--- src/hdl/sfr_pkg.sv ---
// ----------------------------------------------------------------------------
// sfr_pkg
// Shared types and constants for the stream find-and-replace block.
// ----------------------------------------------------------------------------
`default_nettype none

package sfr_pkg;

    localparam int BYTE_W    = 8;
    localparam int CFG_W     = 64;
    localparam int LEN_W     = 5;
    localparam int CFG_IDX_W = 3;
    localparam int REPL_MAX  = 16;
    localparam int REPL_IDX_W = 4;

    localparam logic [BYTE_W-1:0] NEWLINE_BYTE = 8'h0A;

    // configuration register indexes
    typedef enum logic [CFG_IDX_W-1:0] {
        CFG_PAT_LO = 3'd0,
        CFG_PAT_HI = 3'd1,
        CFG_PAT_LEN = 3'd2,
        CFG_REP_LO = 3'd3,
        CFG_REP_HI = 3'd4,
        CFG_REP_LEN = 3'd5
    } t_cfg_idx;

    // controller -> datapath
    typedef struct packed {
        logic load;         // capture input request
        logic append;       // push input byte into window
        logic shift_emit;   // emit window head and shift
        logic repl_emit;    // emit next replacement byte
        logic nl_emit;      // emit the captured newline
        logic clear_count;  // drop the matched window
        logic finish;       // release held byte as last of the run
    } t_dp_cmd;

    // datapath -> controller
    typedef struct packed {
        logic in_is_nl;     // byte on the input port is a newline
        logic last_flag;    // captured request marked the stream end
        logic count_zero;
        logic need_shift;   // window is no longer a pattern prefix
        logic match;        // window holds the whole pattern
        logic repl_zero;
        logic repl_done;
        logic emit_ok;      // hold stage can take a byte
        logic hold_valid;
    } t_dp_sts;

endpackage

`default_nettype wire

--- src/hdl/stream_find_replace_top.sv ---
// ----------------------------------------------------------------------------
// stream_find_replace_top
// Streaming find-and-replace over a byte stream.
// ----------------------------------------------------------------------------
// Bytes enter one request at a time. Bytes that may still start the configured
// pattern are held in a window; a full match is replaced by the configured
// replacement, anything else passes through unchanged. A newline or a request
// with tlast flushes the window. Results go out as a run per input request with
// tlast on its final byte (a request may produce no result). Result bytes go
// out through a single emit path, a hold stage and the output register, one
// byte per cycle while output backpressure does not stall them. Input is taken
// while the previous result still waits in the output register. Configuration
// writes are always accepted; pattern writes are dropped while bytes are
// pending in the window.
// ----------------------------------------------------------------------------
`default_nettype none

module stream_find_replace_top import sfr_pkg::*; #(
    parameter int PATTERN_MAX = 16
) (
    input  wire logic                 i_clk,
    input  wire logic                 i_rst_n,
    input  wire logic                 s_axis_tvalid,
    output logic                      s_axis_tready,
    input  wire logic [7:0]           s_axis_tdata,   // [7:0] in_byte
    input  wire logic                 s_axis_tlast,
    output logic                      m_axis_tvalid,
    input  wire logic                 m_axis_tready,
    output logic [7:0]                m_axis_tdata,   // [7:0] out_byte
    output logic                      m_axis_tlast,
    input  wire logic                 i_cfg_valid,
    output logic                      o_cfg_ready,
    input  wire logic [CFG_IDX_W-1:0] i_cfg_index,
    input  wire logic [CFG_W-1:0]     i_cfg_data
);

    t_dp_cmd w_cmd;
    t_dp_sts w_sts;

    assign o_cfg_ready = 1'b1;

    sfr_ctrl u_ctrl (
        .i_clk      (i_clk),
        .i_rst_n    (i_rst_n),
        .i_in_valid (s_axis_tvalid),
        .o_in_ready (s_axis_tready),
        .i_sts      (w_sts),
        .o_cmd      (w_cmd)
    );

    sfr_datapath #(
        .PATTERN_MAX (PATTERN_MAX)
    ) u_dp (
        .i_clk       (i_clk),
        .i_rst_n     (i_rst_n),
        .i_cmd       (w_cmd),
        .o_sts       (w_sts),
        .i_in_byte   (s_axis_tdata),
        .i_in_last   (s_axis_tlast),
        .i_cfg_we    (i_cfg_valid && o_cfg_ready),
        .i_cfg_index (i_cfg_index),
        .i_cfg_data  (i_cfg_data),
        .o_out_valid (m_axis_tvalid),
        .i_out_ready (m_axis_tready),
        .o_out_byte  (m_axis_tdata),
        .o_out_last  (m_axis_tlast)
    );

    // one request in flight at a time
    a_one_in_flight: assert property (@(posedge i_clk) disable iff (!i_rst_n)
        s_axis_tvalid && s_axis_tready |=> !s_axis_tready)
        else $error("input accepted while a request is in progress");

    // an idle block never sits on a complete match
    a_no_idle_match: assert property (@(posedge i_clk) disable iff (!i_rst_n)
        s_axis_tready |-> !w_sts.match)
        else $error("window holds a full pattern while idle");

    // every run is closed before the next request
    a_hold_empty_idle: assert property (@(posedge i_clk) disable iff (!i_rst_n)
        s_axis_tready |-> !w_sts.hold_valid)
        else $error("held result byte left over while idle");

    // a finished request with a held byte sends it out as the run-closing byte
    a_last_after_finish: assert property (@(posedge i_clk) disable iff (!i_rst_n)
        w_cmd.finish && w_sts.hold_valid |=> m_axis_tvalid && m_axis_tlast)
        else $error("closing byte did not reach the output");

endmodule

`default_nettype wire

--- src/hdl/sfr_datapath.sv ---
// ----------------------------------------------------------------------------
// sfr_datapath
// Window shift register, configuration registers, prefix compare, hold stage
// and output register of the find-and-replace block.
// ----------------------------------------------------------------------------
`default_nettype none

module sfr_datapath import sfr_pkg::*; #(
    parameter int PATTERN_MAX = 16
) (
    input  wire logic                 i_clk,
    input  wire logic                 i_rst_n,
    input  wire t_dp_cmd              i_cmd,
    output t_dp_sts                   o_sts,
    input  wire logic [BYTE_W-1:0]    i_in_byte,
    input  wire logic                 i_in_last,
    input  wire logic                 i_cfg_we,
    input  wire logic [CFG_IDX_W-1:0] i_cfg_index,
    input  wire logic [CFG_W-1:0]     i_cfg_data,
    output logic                      o_out_valid,
    input  wire logic                 i_out_ready,
    output logic [BYTE_W-1:0]         o_out_byte,
    output logic                      o_out_last
);

    localparam int CW = $clog2(PATTERN_MAX + 1);
    localparam int IW = (PATTERN_MAX > 1) ? $clog2(PATTERN_MAX) : 1;

    logic [CFG_W-1:0] r_pat_lo, r_pat_hi, r_rep_lo, r_rep_hi;
    logic [LEN_W-1:0] r_pat_len, r_rep_len;

    logic [BYTE_W-1:0] r_win [PATTERN_MAX];
    logic [CW-1:0]     r_count;
    logic [REPL_IDX_W-1:0] r_idx;
    logic [BYTE_W-1:0] r_in_byte;
    logic              r_last;
    logic [BYTE_W-1:0] r_hold;
    logic              r_hold_v;
    logic              r_out_v;
    logic [BYTE_W-1:0] r_out_byte;
    logic              r_out_last;

    logic [2*CFG_W-1:0] pat_all, rep_all;
    logic [LEN_W-1:0]   plen_eff, rlen_eff, count5;
    logic               mismatch;
    logic               out_free, emit_ok, emit;
    logic [BYTE_W-1:0]  emit_byte;

    assign pat_all = {r_pat_hi, r_pat_lo};
    assign rep_all = {r_rep_hi, r_rep_lo};
    assign count5  = LEN_W'(r_count);

    always_comb begin
        if (r_pat_len == '0) begin
            plen_eff = LEN_W'(1);
        end else if (r_pat_len > LEN_W'(PATTERN_MAX)) begin
            plen_eff = LEN_W'(PATTERN_MAX);
        end else begin
            plen_eff = r_pat_len;
        end
    end

    assign rlen_eff = (r_rep_len > LEN_W'(REPL_MAX)) ? LEN_W'(REPL_MAX) : r_rep_len;

    // parallel compare of the live window entries against the pattern
    always_comb begin
        mismatch = 1'b0;
        for (int i = 0; i < PATTERN_MAX; i++) begin
            if ((CW'(i) < r_count) && (r_win[i] != pat_all[8*i +: 8])) begin
                mismatch = 1'b1;
            end
        end
    end

    assign out_free = !r_out_v || i_out_ready;
    assign emit_ok  = !r_hold_v || out_free;
    assign emit     = i_cmd.shift_emit || i_cmd.repl_emit || i_cmd.nl_emit;

    always_comb begin
        if (i_cmd.shift_emit) begin
            emit_byte = r_win[0];
        end else if (i_cmd.repl_emit) begin
            emit_byte = rep_all[8*r_idx +: 8];
        end else begin
            emit_byte = r_in_byte;
        end
    end

    always_comb begin
        o_sts.in_is_nl   = (i_in_byte == NEWLINE_BYTE);
        o_sts.last_flag  = r_last;
        o_sts.count_zero = (r_count == '0);
        o_sts.need_shift = (r_count != '0) && (mismatch || (count5 > plen_eff));
        o_sts.match      = (count5 == plen_eff);
        o_sts.repl_zero  = (rlen_eff == '0);
        o_sts.repl_done  = ((LEN_W'(r_idx) + LEN_W'(1)) == rlen_eff);
        o_sts.emit_ok    = emit_ok;
        o_sts.hold_valid = r_hold_v;
    end

    // configuration; pattern fields are frozen while bytes are pending
    always_ff @(posedge i_clk) begin
        if (!i_rst_n) begin
            r_pat_lo  <= '0;
            r_pat_hi  <= '0;
            r_pat_len <= LEN_W'(1);
            r_rep_lo  <= '0;
            r_rep_hi  <= '0;
            r_rep_len <= '0;
        end else if (i_cfg_we) begin
            unique case (t_cfg_idx'(i_cfg_index))
                CFG_PAT_LO:  if (r_count == '0) r_pat_lo <= i_cfg_data;
                CFG_PAT_HI:  if (r_count == '0) r_pat_hi <= i_cfg_data;
                CFG_PAT_LEN: if (r_count == '0) r_pat_len <= i_cfg_data[LEN_W-1:0];
                CFG_REP_LO:  r_rep_lo <= i_cfg_data;
                CFG_REP_HI:  r_rep_hi <= i_cfg_data;
                CFG_REP_LEN: r_rep_len <= i_cfg_data[LEN_W-1:0];
                default: ;
            endcase
        end
    end

    // control state: counts and valid flags
    always_ff @(posedge i_clk) begin
        if (!i_rst_n) begin
            r_count  <= '0;
            r_idx    <= '0;
            r_hold_v <= 1'b0;
            r_out_v  <= 1'b0;
        end else begin
            if (i_cmd.load) begin
                r_idx <= '0;
            end else if (i_cmd.repl_emit) begin
                r_idx <= r_idx + REPL_IDX_W'(1);
            end

            if (i_cmd.clear_count) begin
                r_count <= '0;
            end else if (i_cmd.append) begin
                r_count <= r_count + CW'(1);
            end else if (i_cmd.shift_emit) begin
                r_count <= r_count - CW'(1);
            end

            if (emit) begin
                r_hold_v <= 1'b1;
            end else if (i_cmd.finish) begin
                r_hold_v <= 1'b0;
            end

            if ((emit || i_cmd.finish) && r_hold_v) begin
                r_out_v <= 1'b1;
            end else if (i_out_ready) begin
                r_out_v <= 1'b0;
            end
        end
    end

    // payload
    always_ff @(posedge i_clk) begin
        if (i_cmd.load) begin
            r_in_byte <= i_in_byte;
            r_last    <= i_in_last;
        end
        if (i_cmd.append) begin
            r_win[r_count[IW-1:0]] <= i_in_byte;
        end else if (i_cmd.shift_emit) begin
            for (int i = 0; i < PATTERN_MAX - 1; i++) begin
                r_win[i] <= r_win[i+1];
            end
        end
        if (emit) begin
            r_hold <= emit_byte;
        end
        if ((emit || i_cmd.finish) && r_hold_v) begin
            r_out_byte <= r_hold;
            r_out_last <= i_cmd.finish;
        end
    end

    assign o_out_valid = r_out_v;
    assign o_out_byte  = r_out_byte;
    assign o_out_last  = r_out_last;

endmodule

`default_nettype wire

--- src/hdl/sfr_ctrl.sv ---
// ----------------------------------------------------------------------------
// sfr_ctrl
// Sequencer for one input request: append or flush, shift out mismatches,
// expand a match, flush at stream end, then close the run.
// ----------------------------------------------------------------------------
`default_nettype none

module sfr_ctrl import sfr_pkg::*; (
    input  wire logic    i_clk,
    input  wire logic    i_rst_n,
    input  wire logic    i_in_valid,
    output logic         o_in_ready,
    input  wire t_dp_sts i_sts,
    output t_dp_cmd      o_cmd
);

    typedef enum logic [3:0] {
        S_IDLE  = 4'b0001,
        S_CHECK = 4'b0010,
        S_REPL  = 4'b0100,
        S_FLUSH = 4'b1000
    } t_state;

    t_state r_state, n_state;

    assign o_in_ready = (r_state == S_IDLE);

    always_comb begin
        n_state = r_state;
        o_cmd   = '0;
        unique case (r_state)
            S_IDLE: begin
                if (i_in_valid) begin
                    o_cmd.load = 1'b1;
                    if (i_sts.in_is_nl) begin
                        n_state = S_FLUSH;
                    end else begin
                        o_cmd.append = 1'b1;
                        n_state      = S_CHECK;
                    end
                end
            end
            S_CHECK: begin
                if (i_sts.need_shift) begin
                    o_cmd.shift_emit = i_sts.emit_ok;
                end else if (i_sts.match) begin
                    if (i_sts.repl_zero) begin
                        o_cmd.clear_count = 1'b1;
                    end else begin
                        n_state = S_REPL;
                    end
                end else if (i_sts.last_flag && !i_sts.count_zero) begin
                    o_cmd.shift_emit = i_sts.emit_ok;
                end else if (i_sts.emit_ok) begin
                    o_cmd.finish = 1'b1;
                    n_state      = S_IDLE;
                end
            end
            S_REPL: begin
                if (i_sts.emit_ok) begin
                    o_cmd.repl_emit = 1'b1;
                    if (i_sts.repl_done) begin
                        o_cmd.clear_count = 1'b1;
                        n_state           = S_CHECK;
                    end
                end
            end
            S_FLUSH: begin
                // window drains first, then the newline itself
                if (i_sts.emit_ok) begin
                    if (!i_sts.count_zero) begin
                        o_cmd.shift_emit = 1'b1;
                    end else begin
                        o_cmd.nl_emit = 1'b1;
                        n_state       = S_CHECK;
                    end
                end
            end
            default: n_state = S_IDLE;
        endcase
    end

    always_ff @(posedge i_clk) begin
        if (!i_rst_n) begin
            r_state <= S_IDLE;
        end else begin
            r_state <= n_state;
        end
    end

endmodule

`default_nettype wire

--- config.mk ---
export PLATFORM = sky130hd
export DESIGN_NAME = stream_find_replace_top
export DESIGN_NICKNAME = d
export VERILOG_FILES = /design/src/hdl/sfr_pkg.sv /design/src/hdl/stream_find_replace_top.sv /design/src/hdl/sfr_datapath.sv /design/src/hdl/sfr_ctrl.sv
export SDC_FILE = /design/constraint.sdc
export NUM_CORES = 1
export LEC_CHECK = 0
export BUFFER_PORTS_ARGS = -buffer_cell sky130_fd_sc_hd__buf_2
export CORE_UTILIZATION = 55
export CTS_BUF_LIST = sky130_fd_sc_hd__clkbuf_4 sky130_fd_sc_hd__clkbuf_8 sky130_fd_sc_hd__clkbuf_16
export CTS_CLUSTER_DIAMETER = 200
export DETAILED_ROUTE_END_ITERATION = 12
export PLACE_DENSITY = 0.73
export SLEW_MARGIN = 20
export SYNTH_ARGS = -nofsm -noshare
export SYNTH_HDL_FRONTEND = slang
export SYNTH_SLANG_ARGS = --single-unit
--- constraint.sdc ---
create_clock -name i_clk -period 7.2 [get_ports i_clk]
set_clock_uncertainty 0.05 [all_clocks]
set_input_delay 1.08 -clock i_clk [delete_from_list [all_inputs] [get_ports i_clk]]
set_output_delay 1.08 -clock i_clk [all_outputs]
set_load 0.01 [all_outputs]
==> results.cfg <==
[clock_network]
cts_setup_buffers = 0
hold_buffers = 0
cts_resized = 0
cts_made_buffers = 44
tritoncts = yes
clkLatencyLatePin_ns = 0.56
cts-root-buf = clkbuf_16
h-tree-depth = 2
clock_path_buffers = 3
path_clk_slew_ns = 0.06
cts.sinks = 435

[grt]
antenna_found_initial = 4
grt_pass1_vias = 13800
grt_max_degree = 106
grt_usage = 0.319
grt_pass1_wl_um = 85400
grt.overflow.total = 0

[yosys]
yosysWarnings = 0
synth.net_count = 2019
syn_avg_cell_area_um2 = 10.1
ys_seq_area_frac = 0.526
synth_edf_count = 154
synth-async-reset-ratio = 0
ys.flop_type = dfxtp_1
synthCells = 1928
synth_cell_types = 61
netlist_area_mm2 = 0.0195
synth-seq-cells = 435

[floorplanning]
die-area_mm2 = 0.0362
design.portCount = 93
initial_core_util = 0.562
die_h_um = 190
coreArea_mm2 = 0.0347
std_cell_rows = 68
die_w_um = 190

[finish]
area_growth_pct = 10.8
stdcell_area_mm2 = 0.0216
final_util = 0.622
num-nets-final = 2045
final_cells = 2445
most-common-layout-cells = nand2_1 (553), dfxtp_1 (280), a21boi_0 (257)
drive_above_1_share = 0.120
final_common_cell = nand2_1
fillers = 2892

[critical_path]
path_depth = 11
critPathMaxFanout = 42
start_kind = register
crit_path_end = u_dp.r_win[6][5]$_DFFE_PP_
worstPathCellList = ha_1, and3_1, and3_1, a21oi_1, a2111oi_0, nand3_1, o31ai_2, a21oi_4, buf_4, a21oi_1, a21oi_1
required_ns = 7.33
critPathCaptureType = register
critPathMaxStageDelay_ns = 0.87
critical_path_class = register to register
arrival_ns = 4.67
reg2reg_to = u_dp.r_win[6][5]$_DFFE_PP_
worstPathBufferInverterCount = 1
r2r_cells = 11
crit_slowest_cell = a21oi_1
r2r_slack_ns = 2.66
cpMostUsedCell = a21oi_1
crit_start = u_dp.count5[4]$_SDFFE_PP0P_
reg2reg_from = u_dp.count5[4]$_SDFFE_PP0P_
crit_family = compound AO/OA/AOI/OAI gates

[route]
dr.pass1.iters = 7
route.vias.total = 14600
detail_route.wirelength_um = 57100
post_drt_wl_per_cell_um = 23.3
vias_per_cell = 5.97
route.detailed.drc = 0
ant_nets = 0
drt_iter0_drc = 1483

[placed_design]
placed_area_mm2 = 0.0202
gp_congestion = 0.924
dp_hpwl_um = 39700
dp_slack_ns = 2.82
io_buffer_count = 91
placed_cells = 2363

[worst_hold_path]
hp-class = register to register

[power]
leakage_nw = 8.28
ir_drop_v = 0.000204
p_per_area_mw_per_mm2 = 287

[timing]
drv_slew = 0
fmax_ghz = 0.220
relSlewSlack = 0.141
finalSetupViolCount = 0
finalCriticalPeriod_ns = 4.54
tns_ns = 0
setup_slack_ns = 2.66
tightestPinTransition_ns = 1.26
fin_crit_sh = 0.631
hold_viol = 0
rsz0062_at_grt = false

[run_status]
outcome = finished, final reports clean

[flow_run]
maxCapViolations = 0
[worst min path at each step]
stage / from / end / slack [ns] / cells past startpoint
final: u_dp.r_hold[2]$_DFFE_PP_ / u_dp.o_out_byte[2]$_DFFE_PP_ / 0.38 / 0
after global routing: u_dp.r_hold[2]$_DFFE_PP_ / u_dp.o_out_byte[2]$_DFFE_PP_ / 0.38 / 0
after CTS: u_dp.r_hold[2]$_DFFE_PP_ / u_dp.o_out_byte[2]$_DFFE_PP_ / 0.37 / 0
after detailed placement: u_dp.r_hold[2]$_DFFE_PP_ / u_dp.o_out_byte[2]$_DFFE_PP_ / 0.35 / 0
after global placement: u_dp.r_hold[0]$_DFFE_PP_ / u_dp.o_out_byte[0]$_DFFE_PP_ / 0.36 / 0
after floorplan: u_dp.r_hold[0]$_DFFE_PP_ / u_dp.o_out_byte[0]$_DFFE_PP_ / 0.35 / 0
[area by class of cell]
cell class	instances	area, µm²	area share
diodes	1	2.50	0.000116
clock buffers	67	1330	0.0615
clock inverters	14	110	0.00510
inverters	14	52.6	0.00243
multi-input cells	1353	8700	0.403
flip-flops and latches	435	10300	0.475
well taps	455	569	0.0264
repair buffers	106	587	0.0272
[power breakdown]
part	switching (mW)	internal, mW	leakage [nW]
Clock	0.968	1.32	0.733
Sequential	0.162	2.79	3.67
Combinational	0.636	0.336	3.88
Total	1.77	4.44	8.28
[kinds of logic after synthesis]
group | count (synthesis) | share of synthesized area
adder cells (fa/ha/maj) | 10 | 0.00642
XOR/XNOR | 133 | 0.0598
other | 1 | 0.000192
buffers and inverters | 140 | 0.0295
multiplexers | 64 | 0.0586
AND/OR/NAND/NOR | 682 | 0.146
AO/OA/AOI/OAI | 463 | 0.173
flip-flops | 435 | 0.526
[metrics by stage]
stage	total power, mW	hold slack, ns
finish	6.20	0.377
global route	6.41	0.383
CTS	6.20	0.372
detailed placement	3.95	0.355
global placement	3.92	0.357
floorplan	3.59	0.350
[metal layers]
layer | track usage | vias to the layer above | part of all wire
li1 | - | 6693 | -
met1 | 0.427 | 7130 | 0.41
met2 | 0.515 | 634 | 0.47
met3 | 0.0458 | 138 | 0.073
met4 | 0.144 | 2 | 0.050
met5 | 0 | - | 0.00023
[cell usage after synthesis, types with 4 or more instances]
| master | count | area [µm²] |
|---|---|---|
| and2b_1 | 8 | 60.1 |
| mux4_2 | 40 | 901 |
| a21oi_1 | 26 | 130 |
| nor2_1 | 21 | 78.8 |
| o21ai_1 | 9 | 45.0 |
| nor4b_1 | 4 | 35.0 |
| o21ai_0 | 12 | 60.1 |
| o21a_1 | 4 | 30.0 |
| nand2_1 | 555 | 2080 |
| nor4_1 | 32 | 200 |
| dfxtp_1 | 281 | 5630 |
| nand3_1 | 9 | 45.0 |
| a21boi_0 | 257 | 1930 |
| buf_1 | 13 | 48.8 |
| nor2b_1 | 14 | 87.6 |
| mux2i_1 | 23 | 230 |
| and2_1 | 5 | 31.3 |
| nor3_1 | 4 | 20.0 |
| edfxtp_1 | 154 | 4620 |
| buf_2 | 18 | 90.1 |
| xnor2_1 | 10 | 87.6 |
| inv_1 | 14 | 52.6 |
| nand2b_1 | 7 | 43.8 |
| clkbuf_1 | 91 | 342 |
| ha_1 | 10 | 125 |
| xor2_1 | 123 | 1080 |
| a21o_1 | 128 | 961 |
| and3_1 | 4 | 25.0 |
[sequential cells by signal (all words and copies together), names as in the netlist, 8 cells and up]
| register | count |
|---|---|
| u_dp.r_in_byte | 8 |
| u_dp.r_win | 128 |
| u_dp.r_rep_lo | 64 |
| u_dp.o_out_byte | 8 |
| u_dp.r_rep_hi | 64 |
| u_dp.r_pat_lo | 64 |
| u_dp.r_hold | 8 |
| u_dp.r_pat_hi | 64 |
(Power assumes the default switching activity.)
